===== config.mk =====
export PLATFORM = sky130hd
export DESIGN_NAME = vgm_psg_command_compactor_flat
export DESIGN_NICKNAME = d
export VERILOG_FILES = /design/src/rtl/vpc_pkg.sv /design/src/rtl/vpc_in_if.sv /design/src/rtl/vpc_out_if.sv /design/src/rtl/vgm_psg_command_compactor.sv /design/src/flat_wrapper.sv
export SDC_FILE = /design/constraint.sdc
export NUM_CORES = 1
export LEC_CHECK = 0
export BUFFER_PORTS_ARGS = -buffer_cell sky130_fd_sc_hd__clkbuf_2
export CAP_MARGIN = 25
export CELL_PAD_IN_SITES_DETAIL_PLACEMENT = 1
export CELL_PAD_IN_SITES_GLOBAL_PLACEMENT = 1
export CORE_MARGIN = 4
export CORE_UTILIZATION = 44
export CTS_CLUSTER_SIZE = 12
export DETAILED_ROUTE_END_ITERATION = 12
export PLACE_DENSITY_LB_ADDON = 0.3
export SLEW_MARGIN = 20
export SYNTH_ARGS = -nofsm -noshare
export SYNTH_HDL_FRONTEND = slang
export SYNTH_SLANG_ARGS = --single-unit

===== constraint.sdc =====
create_clock -name i_clk -period 9 [get_ports i_clk]
set_input_delay 0.9 -clock i_clk [delete_from_list [all_inputs] [get_ports i_clk]]
set_output_delay 0.9 -clock i_clk [all_outputs]
set_load 0.02 [all_outputs]

===== src/rtl/vpc_pkg.sv =====
`default_nettype none
// ----------------------------------------------------------------------------
// vpc_pkg
// shared types and constants of the vgm psg command compactor
// ----------------------------------------------------------------------------
package vpc_pkg;

    typedef logic [7:0] t_byte;

    // parse phases
    typedef enum logic [2:0] {
        PH_HEADER   = 3'd0,
        PH_COMMAND  = 3'd1,
        PH_DROP_ARG = 3'd2,
        PH_PSG_DATA = 3'd3,
        PH_WAIT_LO  = 3'd4,
        PH_WAIT_HI  = 3'd5,
        PH_DONE     = 3'd6
    } t_phase;

    // vgm command codes
    localparam t_byte CMD_DROP_ARG = 8'h4F;
    localparam t_byte CMD_PSG      = 8'h50;
    localparam t_byte CMD_WAIT_N   = 8'h61;
    localparam t_byte CMD_FRAME_A  = 8'h62;
    localparam t_byte CMD_FRAME_B  = 8'h63;
    localparam t_byte CMD_END      = 8'h66;

    // compact output codes
    localparam t_byte WAIT_BASE = 8'h40;
    localparam t_byte END_MARK  = 8'h60;
    localparam t_byte PSG_MASK  = 8'h3F;

    // long wait divisor and its reciprocal (exact for 16-bit counts)
    localparam int WAIT_DIV   = 882 / 50;
    localparam int WAIT_SHIFT = 21;
    localparam int WAIT_RECIP = ((1 << WAIT_SHIFT) + WAIT_DIV - 1) / WAIT_DIV;
    localparam int WAIT_BITS  = 5;

    // configuration
    localparam int    APB_AW            = 3;
    localparam int    APB_DW            = 32;
    localparam t_byte HDR_LEN_RESET     = 8'd64;
    localparam logic [APB_AW-3:0] REG_HEADER_LENGTH = 1'b0;

    // result queue
    localparam int Q_DEPTH = 4;
    localparam int Q_AW    = $clog2(Q_DEPTH);
    localparam int Q_CW    = $clog2(Q_DEPTH + 1);

    typedef struct packed {
        t_byte out_byte;
        logic  is_end;
    } t_result;

endpackage
`default_nettype wire


===== src/rtl/vpc_in_if.sv =====
`default_nettype none
// ----------------------------------------------------------------------------
// vpc_in_if
// input channel: one vgm file byte per word
// ----------------------------------------------------------------------------
interface vpc_in_if;
    logic           valid;
    logic           ready;
    vpc_pkg::t_byte in_byte;
    logic           last_byte;

    modport source (output valid, output in_byte, output last_byte, input ready);
    modport sink   (input valid, input in_byte, input last_byte, output ready);
endinterface
`default_nettype wire


===== src/rtl/vpc_out_if.sv =====
`default_nettype none
// ----------------------------------------------------------------------------
// vpc_out_if
// output channel: one compact psg byte per word
// ----------------------------------------------------------------------------
interface vpc_out_if;
    logic           valid;
    logic           ready;
    vpc_pkg::t_byte out_byte;
    logic           is_end;

    modport source (output valid, output out_byte, output is_end, input ready);
    modport sink   (input valid, input out_byte, input is_end, output ready);
endinterface
`default_nettype wire


===== src/rtl/vgm_psg_command_compactor.sv =====
`default_nettype none
// a result word is written into the result queue when its input word is accepted
// throughput: one input word per cycle, set by the single parse step per word, while
// the result queue has two free slots; an input word that yields two words
// (data or wait, then the end marker) writes both into the four-entry result queue
// reset (synchronous, i_rst_n low): header phase, counters clear, queue empty,
// header_length back to 64
// ----------------------------------------------------------------------------
// vgm_psg_command_compactor
// parses a vgm byte stream and emits compact psg data, wait and end bytes
// ----------------------------------------------------------------------------
module vgm_psg_command_compactor (
    input  wire logic                        i_clk,
    input  wire logic                        i_rst_n,
    vpc_in_if.sink                           i_in,
    vpc_out_if.source                        o_out,
    input  wire logic                        psel,
    input  wire logic                        penable,
    input  wire logic                        pwrite,
    input  wire logic [vpc_pkg::APB_AW-1:0]  paddr,
    input  wire logic [vpc_pkg::APB_DW-1:0]  pwdata,
    output logic      [vpc_pkg::APB_DW-1:0]  prdata,
    output logic                             pready
);
    import vpc_pkg::*;

    // parse state
    t_phase           r_phase, n_phase;
    t_byte            r_hdr_cnt, n_hdr_cnt;
    t_byte            r_wait_lo, n_wait_lo;
    logic             r_done, n_done;
    t_byte            r_hdr_len;

    // result queue
    t_result          r_q [Q_DEPTH];
    logic [Q_AW-1:0]  r_wr_ptr, r_rd_ptr;
    logic [Q_CW-1:0]  r_count;

    logic             in_acc, out_acc, cfg_wr, cmd_hit;
    t_byte            b;
    logic [1:0]       res_cnt;
    t_result          res0, res1;
    logic [15:0]      wait_count;
    logic [31:0]      wait_prod;
    logic [WAIT_BITS-1:0] wait_n;

    assign in_acc  = i_in.valid && i_in.ready;
    assign out_acc = o_out.valid && o_out.ready;
    assign b       = i_in.in_byte;

    assign i_in.ready     = (r_count <= Q_CW'(Q_DEPTH - 2));
    assign o_out.valid    = (r_count != '0);
    assign o_out.out_byte = r_q[r_rd_ptr].out_byte;
    assign o_out.is_end   = r_q[r_rd_ptr].is_end;

    // configuration port
    assign pready = 1'b1;
    assign cfg_wr = psel && penable && pwrite && (paddr[APB_AW-1:2] == REG_HEADER_LENGTH);
    assign prdata = (paddr[APB_AW-1:2] == REG_HEADER_LENGTH) ?
                    {{(APB_DW-8){1'b0}}, r_hdr_len} : '0;

    always_ff @(posedge i_clk) begin
        if (!i_rst_n) begin
            r_hdr_len <= HDR_LEN_RESET;
        end else if (cfg_wr) begin
            r_hdr_len <= pwdata[7:0];
        end
    end

    // long wait: count / 17 by reciprocal multiply
    assign wait_count = {b, r_wait_lo};
    assign wait_prod  = 32'(wait_count) * 32'(WAIT_RECIP);
    assign wait_n     = wait_prod[WAIT_SHIFT +: WAIT_BITS];

    always_comb begin
        n_phase   = r_phase;
        n_hdr_cnt = r_hdr_cnt;
        n_wait_lo = r_wait_lo;
        n_done    = r_done;
        cmd_hit   = 1'b0;
        res_cnt   = 2'd0;
        res0      = '{out_byte: END_MARK, is_end: 1'b1};
        res1      = '{out_byte: END_MARK, is_end: 1'b1};

        case (r_phase)
            PH_HEADER: begin
                if (r_hdr_cnt < r_hdr_len) begin
                    n_hdr_cnt = r_hdr_cnt + 8'd1;
                end else begin
                    n_phase = PH_COMMAND;
                    cmd_hit = 1'b1;
                end
            end
            PH_COMMAND: begin
                cmd_hit = 1'b1;
            end
            PH_DROP_ARG: begin
                n_phase = PH_COMMAND;
            end
            PH_PSG_DATA: begin
                res0    = '{out_byte: (b[7] ? b : (b & PSG_MASK)), is_end: 1'b0};
                res_cnt = 2'd1;
                n_phase = PH_COMMAND;
            end
            PH_WAIT_LO: begin
                n_wait_lo = b;
                n_phase   = PH_WAIT_HI;
            end
            PH_WAIT_HI: begin
                if (wait_n != '0) begin
                    res0    = '{out_byte: WAIT_BASE + t_byte'(wait_n), is_end: 1'b0};
                    res_cnt = 2'd1;
                end
                n_phase = PH_COMMAND;
            end
            default: begin
                n_done  = 1'b1;
                n_phase = PH_DONE;
            end
        endcase

        if (cmd_hit) begin
            case (b)
                CMD_DROP_ARG: n_phase = PH_DROP_ARG;
                CMD_PSG:      n_phase = PH_PSG_DATA;
                CMD_WAIT_N:   n_phase = PH_WAIT_LO;
                CMD_FRAME_A, CMD_FRAME_B: begin
                    res0    = '{out_byte: WAIT_BASE, is_end: 1'b0};
                    res_cnt = 2'd1;
                end
                CMD_END: begin
                    res0    = '{out_byte: END_MARK, is_end: 1'b1};
                    res_cnt = 2'd1;
                    n_phase = PH_DONE;
                    n_done  = 1'b1;
                end
                default: begin
                    // short waits and unknown commands emit nothing
                end
            endcase
        end

        if (i_in.last_byte) begin
            // end marker appended at the next free slot unless already sent
            if (!n_done) begin
                res_cnt = res_cnt + 2'd1;
            end
            n_phase   = PH_HEADER;
            n_hdr_cnt = '0;
            n_wait_lo = '0;
            n_done    = 1'b0;
        end
    end

    always_ff @(posedge i_clk) begin
        if (!i_rst_n) begin
            r_phase   <= PH_HEADER;
            r_hdr_cnt <= '0;
            r_wait_lo <= '0;
            r_done    <= 1'b0;
        end else if (in_acc) begin
            r_phase   <= n_phase;
            r_hdr_cnt <= n_hdr_cnt;
            r_wait_lo <= n_wait_lo;
            r_done    <= n_done;
        end
    end

    // queue storage, no reset needed
    always_ff @(posedge i_clk) begin
        if (in_acc && (res_cnt != 2'd0)) begin
            r_q[r_wr_ptr] <= res0;
        end
        if (in_acc && (res_cnt == 2'd2)) begin
            r_q[r_wr_ptr + Q_AW'(1)] <= res1;
        end
    end

    always_ff @(posedge i_clk) begin
        if (!i_rst_n) begin
            r_wr_ptr <= '0;
            r_rd_ptr <= '0;
            r_count  <= '0;
        end else begin
            if (in_acc) begin
                r_wr_ptr <= r_wr_ptr + Q_AW'(res_cnt);
            end
            if (out_acc) begin
                r_rd_ptr <= r_rd_ptr + Q_AW'(1);
            end
            r_count <= r_count + (in_acc ? Q_CW'(res_cnt) : '0) - Q_CW'(out_acc);
        end
    end

`ifndef NO_ASSERTIONS
    a_q_no_overflow: assert property (@(posedge i_clk) disable iff (!i_rst_n)
        r_count <= Q_CW'(Q_DEPTH))
        else $error("result queue overflow");

    a_last_clears: assert property (@(posedge i_clk) disable iff (!i_rst_n)
        (in_acc && i_in.last_byte) |=>
            (r_phase == PH_HEADER && r_hdr_cnt == '0 && !r_done))
        else $error("state not cleared after last byte");

    a_done_phase: assert property (@(posedge i_clk) disable iff (!i_rst_n)
        r_done |-> (r_phase == PH_DONE))
        else $error("stream done outside done phase");

    a_two_ends_with_marker: assert property (@(posedge i_clk) disable iff (!i_rst_n)
        (in_acc && res_cnt == 2'd2) |-> (res1.is_end && !res0.is_end))
        else $error("second result is not the end marker");

    a_done_silent: assert property (@(posedge i_clk) disable iff (!i_rst_n)
        (in_acc && r_done) |-> (res_cnt == 2'd0))
        else $error("output after end of stream");
`endif

endmodule
`default_nettype wire

===== src/flat_wrapper.sv =====
// flat-port wrapper written by rule: the top's interface ports become plain ports
module vgm_psg_command_compactor_flat import vpc_pkg::*;
  (i_clk, i_rst_n, psel, penable, pwrite, paddr, pwdata, prdata, pready, i_in_valid, i_in_in_byte, i_in_last_byte, i_in_ready, o_out_valid, o_out_out_byte, o_out_is_end, o_out_ready);
  vpc_in_if i_in_i ();
  vpc_out_if o_out_i ();
  input  wire logic i_clk;
  input  wire logic i_rst_n;
  input  wire logic psel;
  input  wire logic penable;
  input  wire logic pwrite;
  input  wire logic [vpc_pkg::APB_AW-1:0] paddr;
  input  wire logic [vpc_pkg::APB_DW-1:0] pwdata;
  output logic      [vpc_pkg::APB_DW-1:0] prdata;
  output logic pready;
  input wire logic [$bits(i_in_i.valid)-1:0] i_in_valid;
  input wire logic [$bits(i_in_i.in_byte)-1:0] i_in_in_byte;
  input wire logic [$bits(i_in_i.last_byte)-1:0] i_in_last_byte;
  output wire logic [$bits(i_in_i.ready)-1:0] i_in_ready;
  output wire logic [$bits(o_out_i.valid)-1:0] o_out_valid;
  output wire logic [$bits(o_out_i.out_byte)-1:0] o_out_out_byte;
  output wire logic [$bits(o_out_i.is_end)-1:0] o_out_is_end;
  input wire logic [$bits(o_out_i.ready)-1:0] o_out_ready;
  assign i_in_i.valid = i_in_valid;
  assign i_in_i.in_byte = i_in_in_byte;
  assign i_in_i.last_byte = i_in_last_byte;
  assign i_in_ready = i_in_i.ready;
  assign o_out_valid = o_out_i.valid;
  assign o_out_out_byte = o_out_i.out_byte;
  assign o_out_is_end = o_out_i.is_end;
  assign o_out_i.ready = o_out_ready;
  vgm_psg_command_compactor u_core (.i_clk(i_clk), .i_rst_n(i_rst_n), .i_in(i_in_i), .o_out(o_out_i), .psel(psel), .penable(penable), .pwrite(pwrite), .paddr(paddr), .pwdata(pwdata), .prdata(prdata), .pready(pready));
endmodule

==> impl_metrics.ini <==
[run_status]
status = completed

[timing]
setup_slack_ps = 586
finalMaxSlewViolations = 0
period_share_pct = 93.5
max_slew_margin_pct = 49.5
setup_viol = 0
final_hold_viol_count = 0
hold_ws_ps = 463
rsz0062_at_grt = no
setup_tns_ps = 0
fin_crit_ps = 8410
fmax_mhz = 119
fin_worst_skew_ps = 8.48
worst_slew_pin_slew_ps = 751

[route]
postRouteAntennaNets = 0
drcViolationCount = 0
vias = 5937
drtIter0Drc = 238
avgRoutedWirePerCell_um = 17.5
via_per_inst = 5.32
wl_um = 19600
drtPass1Iterations = 4

[clock_tree]
cts_setup_buffers = 0
clk_latency_ps = 340
cts-root-buf = clkbuf_16
cts_buffers = 9
cts.path.max_buffers = 2
cts_hold_buf = 0
h-tree-depth = 3
clock-sinks = 73
clk_pin_slew_ps = 60
cts_tree = done

[global_route]
grt_max_degree = 31
overflow = 0
grt_pass1_vias = 6500
antenna_found_initial = 0
grt_pass1_wl_um = 32500
grtUsageTotal_pct = 20.5

[synth]
avgSynthCellArea_um2 = 8.96
synth_seq_cells = 73
syn-cell-area_um2 = 7500
syn_inst = 838
synth-edff-count = 0
yosys.cell_types.count = 61
ys_seq_area_share_pct = 19.5
synth_top_flop_cell = dfxtp_1
synth_warnings = 0
async_flop_share_pct = 0

[worst_setup_path]
crit_path_max_fanout = 9
path_class = flop to flop
worstSetupStartpointType = flop
cp.arrival_ps = 8610
end_kind = flop
cp.required_ps = 9200

[die]
die_h_um = 139
coreArea_um2 = 16600
die_w_um = 139
io_pins = 95
initial_utilization_pct = 45.1
die_area_um2 = 19200
rows = 47

[placed_design]
port-buffer-count = 43
globalplace.congestion = 0.836
pre_cts_ws_ps = 150
dp_hpwl_um = 16200

[pwr]
irDropWorstVdd_mv = 0.117
power_w = 0.00152
p_leak_nw = 3.94
powerDensity_nw_per_um2 = 184

[cells_and_area]
drive_above_1_share_pct = 11.3
final_net_count = 1117
diodes = 0
final_util_pct = 49.5
area_growth_pct = 9.79
nFillCells = 1976

[min_path]
hp-class = flop to flop

[job]
drv_cap = 0
[registers in the layout, indices dropped and copies added (netlist names), named ones only]
register and flops:
u_core.r_q 36, u_core.r_hdr_cnt 8, u_core.r_hdr_len 8, u_core.r_wait_lo 8, u_core.r_count 3, u_core.r_phase 3, u_core.r_rd_ptr 2, u_core.r_wr_ptr 2
u_core.r_done 1
[kinds of logic (layout without fill, tap and decap cells)]
kind of cell / after synthesis / after routing / synth area share, %
multiplexers: 14 / 14 / 3.37
adder cells (fa/ha/maj): 174 / 174 / 35.7
AO/OA/AOI/OAI: 164 / 164 / 14.5
XOR/XNOR: 22 / 22 / 2.57
buffers and inverters: 177 / 212 / 10.1
other: 2 / 25 / 0.100
flip-flops: 73 / 73 / 19.5
AND/OR/NAND/NOR: 212 / 212 / 14.2
[final timing paths]
kind,start,end,slack [ps],depth (start not counted)
hold / removal,u_core.r_hdr_len[7],u_core.r_hdr_len[7],460,2
hold reg to reg,u_core.r_hdr_len[7],u_core.r_hdr_len[7],460,2
setup reg to reg,u_core.r_wait_lo[3],u_core.r_q[3][6],590,26
setup / recovery,u_core.r_wait_lo[3],u_core.r_q[3][6],590,26
[cell usage in the layout, fill, tap and decap left out, types with 21 or more instances in the layout]
cell type / n
clkbuf_2: 43
dfxtp_1: 73
nor2b_1: 21
nand2_1: 49
inv_1: 138
nor2_1: 38
nand3_1: 43
fa_1: 67
ha_1: 107
a21oi_1: 42
o21ai_0: 39
conb_1: 25
[report_power, final]
group	switching, W	internal (W)
clock network	0.000138	0.000200
registers	0.0000322	0.000357
logic	0.000481	0.000308
[critical path, stage by stage, from the launching register on]
cell and delay, ps:
dfxtp_1 560, inv_1 110, fa_1 500, inv_1 70
fa_1 530, fa_1 450, fa_1 540, fa_1 570
inv_1 60, fa_1 530, inv_1 50, ha_1 310
nand4_1 130, nor2_1 320, o21ai_0 330, nand3_1 300
mux2i_1 180, or2_1 390, o31ai_4 320, nand2_1 130
ha_1 300, nand2b_1 160, o21ai_2 110, nor3_1 430
a21boi_1 580, nor2_1 170, mux2i_1 160
[final cells by class]
type	count	area [um2]	share of cell area, %
Clock buffer	13	260	3.16
Clock inverter	2	13.8	0.167
Inverter	138	518	6.29
Multi-Input combinational cell	611	5380	65.2
Sequential cell	73	1460	17.7
Tap cell	220	275	3.34
Timing Repair Buffer	59	335	4.07
[synthesized netlist by cell type, types with 4 or more instances]
cell type / instances / area share (%)
a211oi_1: 4 / 0.40
a21boi_0: 9 / 0.90
a21boi_1: 4 / 0.40
a21oi_1: 42 / 2.8
a22oi_1: 14 / 1.4
a2bb2oi_1: 4 / 0.47
a31oi_1: 6 / 0.50
and2_1: 11 / 0.92
and3_1: 7 / 0.58
buf_4: 25 / 2.5
clkbuf_1: 13 / 0.65
dfxtp_1: 73 / 19
fa_1: 67 / 18
ha_1: 107 / 18
inv_1: 138 / 6.9
mux2i_1: 5 / 0.67
mux4_2: 9 / 2.7
nand2_1: 49 / 2.5
nand2b_1: 7 / 0.58
nand3_1: 43 / 2.9
nand4_1: 7 / 0.58
nor2_1: 38 / 1.9
nor2b_1: 21 / 1.8
nor3_1: 8 / 0.53
o211ai_1: 8 / 0.80
o21ai_0: 40 / 2.7
o21ai_2: 4 / 0.47
o2bb2ai_1: 4 / 0.47
or2_2: 7 / 0.58
or3_1: 5 / 0.42
xnor2_1: 12 / 1.4
xor2_1: 10 / 1.2
[timing repair]
item                                   CTS  global route
endpoints found under the hold margin    0             0
gates resized for setup                  0             2
setup endpoints to repair                0            36
[metal layers]
metal / global-route usage [%] / routed length (um) / up-vias
met4: 4.52 / 313 / 0
met1: 26.6 / 8960 / 2923
met5: 0 / 0 / -
li1: - / - / 2879
met2: 36.2 / 9660 / 103
met3: 3.45 / 626 / 32
[through the flow]
step / instances / cell area (um2)
after floorplan: 861 / 7590
after global placement: 1101 / 7960
after detailed placement: 1101 / 7960
after CTS: 1116 / 8240
after global routing: 1116 / 8240
final: 1116 / 8240
(Power assumes the default switching activity.)
